**src/hw/rtl/tcw_pkg.sv**
```systemverilog
// Package with the types and constants of the text console writer.
`timescale 1ns / 1ps

package tcw_pkg;

  localparam int OP_W   = 2;
  localparam int CHAR_W = 8;
  localparam int IDX_W  = 11;
  localparam int CCOL_W = 7;
  localparam int CROW_W = 5;
  localparam int CELL_W = 2 * CHAR_W;

  localparam logic [OP_W-1:0] OP_PUT   = 2'd0;
  localparam logic [OP_W-1:0] OP_READ  = 2'd1;
  localparam logic [OP_W-1:0] OP_CLEAR = 2'd2;

  localparam logic [CHAR_W-1:0] CH_CR = 8'h0D;
  localparam logic [CHAR_W-1:0] CH_LF = 8'h0A;

  localparam logic [CHAR_W-1:0] ATTR_RESET = 8'h07;

  typedef enum logic [2:0] {
    CMD_NOP   = 3'd0,
    CMD_PUT   = 3'd1,
    CMD_LF    = 3'd2,
    CMD_READ  = 3'd3,
    CMD_CLEAR = 3'd4
  } cmd_kind_t;

  typedef struct packed {
    cmd_kind_t          kind;
    logic [CHAR_W-1:0]  char_code;
    logic [IDX_W-1:0]   cell_index;
  } cmd_t;

endpackage

```
**src/hw/rtl/tcw_cmd_fifo.sv**
```systemverilog
// Two-entry command queue between the front end and the back end.
`timescale 1ns / 1ps

module tcw_cmd_fifo (
  input  logic            clk,
  input  logic            rst_n,
  input  logic            push,
  input  tcw_pkg::cmd_t   push_cmd,
  input  logic            pop,
  output tcw_pkg::cmd_t   head,
  output logic            full,
  output logic            empty
);

  tcw_pkg::cmd_t mem_r [2];
  logic          wr_ptr_r, wr_ptr_nxt;
  logic          rd_ptr_r, rd_ptr_nxt;
  logic [1:0]    count_r, count_nxt;

  assign full  = (count_r == 2'd2);
  assign empty = (count_r == 2'd0);
  assign head  = mem_r[rd_ptr_r];

  always_comb begin
    wr_ptr_nxt = push ? ~wr_ptr_r : wr_ptr_r;
    rd_ptr_nxt = pop ? ~rd_ptr_r : rd_ptr_r;
    count_nxt  = count_r + {1'b0, push} - {1'b0, pop};
  end

  always_ff @(posedge clk) begin
    if (!rst_n) begin
      wr_ptr_r <= 1'b0;
      rd_ptr_r <= 1'b0;
      count_r  <= 2'd0;
    end else begin
      wr_ptr_r <= wr_ptr_nxt;
      rd_ptr_r <= rd_ptr_nxt;
      count_r  <= count_nxt;
    end
  end

  always_ff @(posedge clk) begin
    if (push) begin
      mem_r[wr_ptr_r] <= push_cmd;
    end
  end

endmodule

```
**config.mk**
```make
export PLATFORM = sky130hd
export DESIGN_NAME = tcw_cmd_fifo
export DESIGN_NICKNAME = d
export VERILOG_FILES = /design/src/hw/rtl/tcw_pkg.sv /design/src/hw/rtl/tcw_cmd_fifo.sv
export SDC_FILE = /design/constraint.sdc
export NUM_CORES = 1
export LEC_CHECK = 0
export BUFFER_PORTS_ARGS = -buffer_cell sky130_fd_sc_hd__buf_4
export CAP_MARGIN = 20
export CELL_PAD_IN_SITES_DETAIL_PLACEMENT = 1
export CELL_PAD_IN_SITES_GLOBAL_PLACEMENT = 1
export CORE_ASPECT_RATIO = 1.2
export CORE_MARGIN = 4
export CORE_UTILIZATION = 42
export DETAILED_ROUTE_END_ITERATION = 8
export PLACE_DENSITY = 0.76
export SKIP_LAST_GASP = 1
export SLEW_MARGIN = 10
export SYNTH_ARGS = -nofsm -noshare
export SYNTH_HDL_FRONTEND = slang
export SYNTH_SLANG_ARGS = --single-unit
```
**constraint.sdc**
```tcl
create_clock -name clk -period 2.5 [get_ports clk]
set_clock_uncertainty 0.2 [all_clocks]
set_input_delay 0.375 -clock clk [delete_from_list [all_inputs] [get_ports clk]]
set_output_delay 0.375 -clock clk [all_outputs]
set_load 0.005 [all_outputs]
```
==> flow_summary_export.csv <==
group,metric,value,unit
global_routing,grt_pass1_wl,5319,um
synthesis,netlist_instances,89,
clock_network,cts_buffer_depth,2,
global_routing,use_met1,0.1463,
clock_network,cts_tree,"built",
route,routed_wl,3377,um
worst_setup_path,arrival,1350,ps
power,p_clk_frac,0.271,
floorplanning,die_area,5446,um^2
worst_setup_path,worstRegToRegCells,2,
placed_design,gp_congestion,0.6804,
global_routing,met2_usage,0.2517,
power,vdd_drop_max,0.0003476,V
hold_path,hold_path.class,"input pin to register",
power,combPwrFrac,0.147,
floorplanning,row_count,25,
synthesis,yosysSeqAreaShare,0.7824,
placed_design,port_buffers,49,
timing,hold_violations,0,
synthesis,synthDistinctLibCells,12,
floorplanning,die_h,80.05,um
route,drt-pass1-iter-count,4,
cells_and_area,syn2layout_area_growth,30.37,%
cells_and_area,fillers,394,
power,total_power,1650,uW
global_routing,grt_usage,0.1410,
clock_network,numCtsBuffers,5,
synthesis,syn_area,1817,um^2
power,p_seq_frac,0.583,
timing,finalCritPeriodShare,0.7701,
worst_setup_path,cp_max_fo,12,
power,p_int,1289,uW
clock_network,cts_setup_buffers,0,
cells_and_area,stdcell_area,2369,um^2
global_routing,antenna_found_initial,0,
synthesis,ys_warn_count,0,
timing,slew_headroom,0.6642,
route,vias,953,
route,detail-route-antenna-nets,0,
timing,min_period,1925,ps
worst_setup_path,worstSetupPathType,"register to primary output",
power,power_density,696.5,nW/um^2
route,post_drt_wl_per_cell,16.55,um
global_routing,gr-total-overflow,0,
cells_and_area,fin_nets,177,
timing,fin_hold_ws,56.75,ps
power,p_sw_frac,0.2184,
worst_setup_path,cp.required,1920,ps
cells_and_area,drive_gt1_frac,0.5733,
timing,setup_violations,0,
floorplanning,initial_core_util,0.4468,
route,routed_via_density,4.672,
clock_network,clk_pin_slew,90,ps
timing,fin_setup_tns,0,ps
cells_and_area,fin_cells,204,
timing,final_max_slew_viol_count,0,
flow_run,max_cap_violations,0,
clock_network,holdBufCountCts,0,
clock_network,cts_sinks,49,
timing,tightest_slew,501.5,ps
global_routing,grt_max_degree,17,
synthesis,ys_ff_latch,49,
outcome,status,"completed",
floorplanning,top_level_ports,50,
global_routing,gr-usage-met3,0.04225,
placed_design,dp.cells,196,
power,leakagePower,0.0009062,uW
hold_path,min_from,"push_cmd[13]",
worst_setup_path,crit-reg2reg-launch,"wr_ptr_r",
worst_setup_path,cp-start-kind,"register",
global_routing,grt_pass1_vias,1066,
placed_design,hpwl,2601,um
synthesis,avgSynthCellArea,20.41,um^2
timing,max_freq,519.4,MHz
route,remaining_drc_errors,0,
clock_network,cts_root_buf,"clkbuf_8",
timing,grt_setup_unrepaired,"false",
floorplanning,die_x,68.04,um
power,switching_power,360.2,uW
clock_network,post_cts_resized,0,
clock_network,clock_latency,290,ps
worst_setup_path,end_kind,"primary output",
placed_design,post_dp_cell_area,2277,um^2
hold_path,holdPathStages,1,
cells_and_area,multi_input_area,367.9,um^2
global_routing,grt-busiest-layer,"met2",
clock_network,h-tree-depth,2,
cells_and_area,n_antenna_cell,0,
route,drt-initial-drc-count,52,
cells_and_area,regArea,1421,um^2
synthesis,synth_nets,117,
floorplanning,core,4066,um^2
==> cell families after synthesis <==
group                    count (synthesis)  share of synthesized area
AND/OR/NAND/NOR                          9                    0.02961
AO/OA/AOI/OAI                            1                   0.004134
adder cells (fa/ha/maj)                  2                    0.01377
XOR/XNOR                                 2                    0.01722
flip-flops                              49                     0.7824
multiplexers                            22                     0.1364
buffers and inverters                    4                    0.01653
==> layout by cell type, fill, tap and decap left out <==
| cell | synthesis | final |
|---|---|---|
| xnor3_1 | 1 | 1 |
| and2_1 | 4 | 4 |
| buf_4 | 0 | 55 |
| nor2_1 | 1 | 1 |
| edfxtp_1 | 44 | 44 |
| dfxtp_1 | 5 | 5 |
| mux2_2 | 22 | 22 |
| xor2_1 | 1 | 1 |
| clkbuf_8 | 0 | 5 |
| nor2b_1 | 4 | 3 |
| nor2b_2 | 0 | 1 |
| o21a_1 | 1 | 1 |
| clkinvlp_4 | 0 | 3 |
| ha_1 | 2 | 2 |
| inv_1 | 2 | 2 |
==> layout make-up <==
type	instances	area share
well taps	54	0.02853
flip-flops and latches	49	0.6001
inverters	2	0.003170
multi-input cells	36	0.1553
clock buffers	5	0.02905
clock inverters	3	0.009509
repair buffers	55	0.1743
==> critical path, stage by stage (launching register included) <==
cell     delay [ps]
dfxtp_1         340
buf_4           210
mux2_2          370
buf_4           140
==> registers in the layout, indices dropped and copies added (netlist names), named ones only <==
register and cells:
mem_r 44, rd_ptr_r 1, count_r 2, wr_ptr_r 1
==> synth_stat cells <==
library cell  number  area share
and2_1             4       0.014
buf_6              2       0.012
dfxtp_1            5       0.055
edfxtp_1          44        0.73
ha_1               2       0.014
inv_1              2      0.0041
mux2_2            22        0.14
nor2_1             1      0.0021
nor2b_1            4       0.014
o21a_1             1      0.0041
xnor3_1            1       0.012
xor2_1             1      0.0048
==> metal layers <==
| layer | part of all wire | vias to the layer above |
|---|---|---|
| li1 | - | 455 |
| met1 | 0.36 | 464 |
| met2 | 0.57 | 26 |
| met3 | 0.046 | 8 |
| met4 | 0.019 | 0 |
| met5 | 0 | - |
==> final timing paths <==
check                      end  slack (ps)
hold / removal    mem_r[1][13]          60
setup / recovery       head[5]         570
hold reg to reg       rd_ptr_r         410
setup reg to reg  mem_r[0][12]         990
==> through the flow <==
step                      setup slack (ps)  utilization
after floorplan                      468.9            -
after global placement               824.0       0.5600
after detailed placement             801.7       0.5600
after CTS                            541.4       0.5825
after global routing                 492.5       0.5825
final                                574.6       0.5825
==> power groups by stage <==
stage	Sequential, uW	Clock, uW	Combinational, uW
floorplan	976	0	114
global placement	977	0	238
detailed placement	981	0	248
CTS	962	465	249
global route	967	511	265
finish	961	447	242
Power figures use the tool's default switching activity.
