`config.mk`:
```
export PLATFORM = sky130hd
export DESIGN_NAME = tcw_front_flat
export DESIGN_NICKNAME = d
export VERILOG_FILES = /design/src/hw/rtl/tcw_pkg.sv /design/src/hw/rtl/tcw_in_if.sv /design/src/hw/rtl/tcw_front.sv /design/src/flat_wrapper.sv
export SDC_FILE = /design/constraint.sdc
export NUM_CORES = 1
export LEC_CHECK = 0
export BUFFER_PORTS_ARGS = -buffer_cell sky130_fd_sc_hd__buf_2
export CAP_MARGIN = 40
export CORE_AREA = 2 2 39 41
export DETAILED_ROUTE_END_ITERATION = 7
export DIE_AREA = 0 0 41 43
export SLEW_MARGIN = 30
export SYNTH_ARGS = -nofsm -noshare
export SYNTH_HDL_FRONTEND = slang
export SYNTH_SLANG_ARGS = --single-unit
```
`constraint.sdc`:
```
create_clock -name vclk -period 2.75
set_clock_uncertainty 0.15 [all_clocks]
set_input_delay 0.1375 -clock vclk [all_inputs]
set_output_delay 0.1375 -clock vclk [all_outputs]
set_load 0.1 [all_outputs]
```
`src/hw/rtl/tcw_pkg.sv`:
```
// Package with the types and constants of the text console writer.
`timescale 1ns / 1ps

package tcw_pkg;

  localparam int OP_W   = 2;
  localparam int CHAR_W = 8;
  localparam int IDX_W  = 11;
  localparam int CCOL_W = 7;
  localparam int CROW_W = 5;
  localparam int CELL_W = 2 * CHAR_W;

  localparam logic [OP_W-1:0] OP_PUT   = 2'd0;
  localparam logic [OP_W-1:0] OP_READ  = 2'd1;
  localparam logic [OP_W-1:0] OP_CLEAR = 2'd2;

  localparam logic [CHAR_W-1:0] CH_CR = 8'h0D;
  localparam logic [CHAR_W-1:0] CH_LF = 8'h0A;

  localparam logic [CHAR_W-1:0] ATTR_RESET = 8'h07;

  typedef enum logic [2:0] {
    CMD_NOP   = 3'd0,
    CMD_PUT   = 3'd1,
    CMD_LF    = 3'd2,
    CMD_READ  = 3'd3,
    CMD_CLEAR = 3'd4
  } cmd_kind_t;

  typedef struct packed {
    cmd_kind_t          kind;
    logic [CHAR_W-1:0]  char_code;
    logic [IDX_W-1:0]   cell_index;
  } cmd_t;

endpackage

```
`src/hw/rtl/tcw_in_if.sv`:
```
// Input channel interface of the text console writer.
`timescale 1ns / 1ps

interface tcw_in_if;
  logic                          valid;
  logic                          ready;
  logic [tcw_pkg::OP_W-1:0]      operation;
  logic [tcw_pkg::CHAR_W-1:0]    char_code;
  logic [tcw_pkg::IDX_W-1:0]     cell_index;

  modport source (output valid, output operation, output char_code, output cell_index,
                  input ready);
  modport sink (input valid, input operation, input char_code, input cell_index,
                output ready);
endinterface

```
`src/hw/rtl/tcw_front.sv`:
```
// Front end: accepts input words and classifies them into commands.
`timescale 1ns / 1ps

module tcw_front #(
  parameter int COLS = 80,
  parameter int ROWS = 25
) (
  tcw_in_if.sink          in_ch,
  input  logic            q_full,
  input  logic            init_busy,
  output logic            push,
  output tcw_pkg::cmd_t   push_cmd
);

  localparam int TOTAL = ROWS * COLS;

  tcw_pkg::cmd_kind_t kind;

  always_comb begin
    kind = tcw_pkg::CMD_NOP;
    case (in_ch.operation)
      tcw_pkg::OP_PUT: begin
        if (in_ch.char_code == tcw_pkg::CH_LF) begin
          kind = tcw_pkg::CMD_LF;
        end else if (in_ch.char_code != tcw_pkg::CH_CR) begin
          kind = tcw_pkg::CMD_PUT;
        end
      end
      tcw_pkg::OP_READ: begin
        if (32'(in_ch.cell_index) < 32'(TOTAL)) begin
          kind = tcw_pkg::CMD_READ;
        end
      end
      tcw_pkg::OP_CLEAR: begin
        kind = tcw_pkg::CMD_CLEAR;
      end
      default: begin
        kind = tcw_pkg::CMD_NOP;
      end
    endcase
  end

  assign in_ch.ready         = !q_full && !init_busy;
  assign push                = in_ch.valid && in_ch.ready;
  assign push_cmd.kind       = kind;
  assign push_cmd.char_code  = in_ch.char_code;
  assign push_cmd.cell_index = in_ch.cell_index;

endmodule

```
`src/flat_wrapper.sv`:
```
// flat-port wrapper written by rule: the top's interface ports become plain ports
module tcw_front_flat 
#(
  parameter int COLS = 80,
  parameter int ROWS = 25
)
  (q_full, init_busy, push, push_cmd, in_ch_valid, in_ch_operation, in_ch_char_code, in_ch_cell_index, in_ch_ready);
  tcw_in_if in_ch_i ();
  input  logic q_full;
  input  logic init_busy;
  output logic push;
  output tcw_pkg::cmd_t push_cmd;
  input wire logic [$bits(in_ch_i.valid)-1:0] in_ch_valid;
  input wire logic [$bits(in_ch_i.operation)-1:0] in_ch_operation;
  input wire logic [$bits(in_ch_i.char_code)-1:0] in_ch_char_code;
  input wire logic [$bits(in_ch_i.cell_index)-1:0] in_ch_cell_index;
  output wire logic [$bits(in_ch_i.ready)-1:0] in_ch_ready;
  assign in_ch_i.valid = in_ch_valid;
  assign in_ch_i.operation = in_ch_operation;
  assign in_ch_i.char_code = in_ch_char_code;
  assign in_ch_i.cell_index = in_ch_cell_index;
  assign in_ch_ready = in_ch_i.ready;
  tcw_front #(.COLS(COLS), .ROWS(ROWS)) u_core (.in_ch(in_ch_i), .q_full(q_full), .init_busy(init_busy), .push(push), .push_cmd(push_cmd));
endmodule
```
==> flow_summary.toml <==
[min_path]
hp-start = "in_ch_cell_index[2]"
whs_path_depth = 0
hold_end = "push_cmd[2]"
min_path_type = "in2out"

[synthesis]
yosysTopAreaCellShare_pct = 60.3
postSynthAreaPerCell_um2 = 6.96
yosys_warnings = 0
synth_top_cell_by_area = "buf_4"
syn_area_um2 = 236
synth_nets = 58
syn-instance-count = 34
synth_common_cells = "buf_4, nor2_1, o21ai_0"
yosysMostFrequentCell = "buf_4"
synthTopCellsByArea = "buf_4, o21ai_0, or4b_1"
synthDistinctLibCells = 14
yosysSeqAreaShare_pct = 0

[die]
fp.dieH_um = 43
core.rowCount = 14
core_area_um2 = 1380
die_w_um = 41
die-area_um2 = 1760
start_util_pct = 17.1
ioPinCount = 48

[global_routing]
grt_max_degree = 5
grt_pass1_wl_um = 814
grt_pass1_vias = 216
antenna_found_initial = 0
gr-total-overflow = 0
grt_usage_pct = 6.19

[timing]
period_share_pct = 78.1
fin_ws_ps = 602
finalHoldViolCount = 0
worst_pin_slew_ps = 489
slew-limit-headroom_pct = 67.6
report.final.slew_viol_count = 0
setup_violations = 0
fin_tns_setup_ps = 0
fmax_mhz = 466
rsz0062_at_grt = "false"
finalCriticalPeriod_ps = 2150

[power_and_ir_drop]
power_leakage_nw = 0.192
seq_power_share_pct = 0
power_frac_clock_pct = 0
p_per_area_nw_per_um2 = 472
power_mw = 0.153
swShare_pct = 84.2
switchingPower_mw = 0.129
power_frac_comb_pct = 100.0
ir_worst_vdd_mv = 0.103
internal_power_mw = 0.0241

[setup_path]
crit_chain = "buf_2 -> or4b_1 -> or4_1 -> a21oi_2 -> buf_2"
critPathCaptureType = "output pin"
critical_path_class = "in2out"
cp_data_required_time_ps = 2460
crit_arrival_ps = 1860
cp_max_fo = 4
crit_path_frequent_cell = "buf_2"
crit_path_start_kind = "primary input"
slowest_stage = "or4b_1"
cpPeakStageDelay_ps = 530

[cts]
hold_buffers = 0
ctsResizeCount = 0
post-cts-setup-buffers = 0

[detailed_routing]
via_per_inst = 3.94
dr.first_iter.drc_count = 0
drtAntennaViolNets = 0
dr.pass1.iters = 1
wl_um = 576
vias = 280
drc = 0
wl_per_cell_um = 8.11

[placed_design]
gp_congestion = 0.670
dp_slack_ps = 604
io_buffer_count = 40
dp_cells = 71
place_area_um2 = 324

[final_layout]
antennaDiodeCount = 0
finalNonFillerCells = 71
register_area_um2 = 0
nets = 81
layout-drive-gt1-share_pct = 80.0
multiInputGateArea_um2 = 104
nFillCells = 149
syn_to_final_growth_pct = 37.0
fin_area_um2 = 324
sequential_cell_total = 0
final.clkbuf_count = 0

[run]
cap_violations = 0

[status]
status = "finished, final reports clean"
-- worst max-delay path by stage --
stage | slack, ps | endpoint | startpoint | depth (start not counted)
after global placement | 620 | push_cmd[20] | in_ch_operation[0] | 5
after CTS | 590 | push_cmd[20] | in_ch_operation[0] | 5
after floorplan | 140 | push | init_busy | 2
final | 600 | push_cmd[20] | in_ch_operation[0] | 5
after global routing | 540 | push_cmd[20] | in_ch_operation[0] | 5
after detailed placement | 600 | push_cmd[20] | in_ch_operation[0] | 5
-- cell families (layout without fill, tap and decap cells) --
family | count (synthesis) | in the layout | synth area share, %
and+or+nand+nor | 10 | 10 | 26.5
buffers and inverters | 19 | 40 | 60.3
AOI/OAI and AO/OA | 5 | 5 | 13.2
-- power groups by stage --
stage | registers, mW | logic [mW] | clock network [mW]
final | 0 | 0.153 | 0
after CTS | 0 | 0.154 | 0
after global placement | 0 | 0.153 | 0
after floorplan | 0 | 0.165 | 0
after detailed placement | 0 | 0.153 | 0
after global routing | 0 | 0.158 | 0
-- critical path, delay by kind of cell --
kind                   cells  cell delay [ps]
and+or+nand+nor            2             1030
buffers and inverters      2              550
AOI/OAI and AO/OA          1              140
-- layer usage --
layer	vias up	track usage [%]	share of wire, %	wire length (um)
li1	142	-	-	-
met2	25	10.9	49	280
met3	0	0.524	14	82
met1	113	7.91	37	213
met4	0	0.667	0	0
met5	-	0	0	0
-- layout by cell type, fill, tap and decap left out, drive strengths merged --
cell and n:
or3b 1, or4 1, and2b 1, nand3 1, or4b 1, nor2 2
o211ai 1, buf 40, a221oi 1, nor3 1, and2 1, nand2 1
a21oi 1, o21ai 2
-- cell type report --
type | count | area share (%)
timing repair buffer | 40 | 61.8
multi-input combinational | 15 | 32.0
tap | 16 | 6.18
-- stage by stage --
step	hold WS, ps	utilization [%]
finish	125	23.4
global route	125	23.4
CTS	126	23.4
detailed placement	126	23.4
global placement	126	23.4
floorplan	290	-
(Power assumes the default switching activity.)
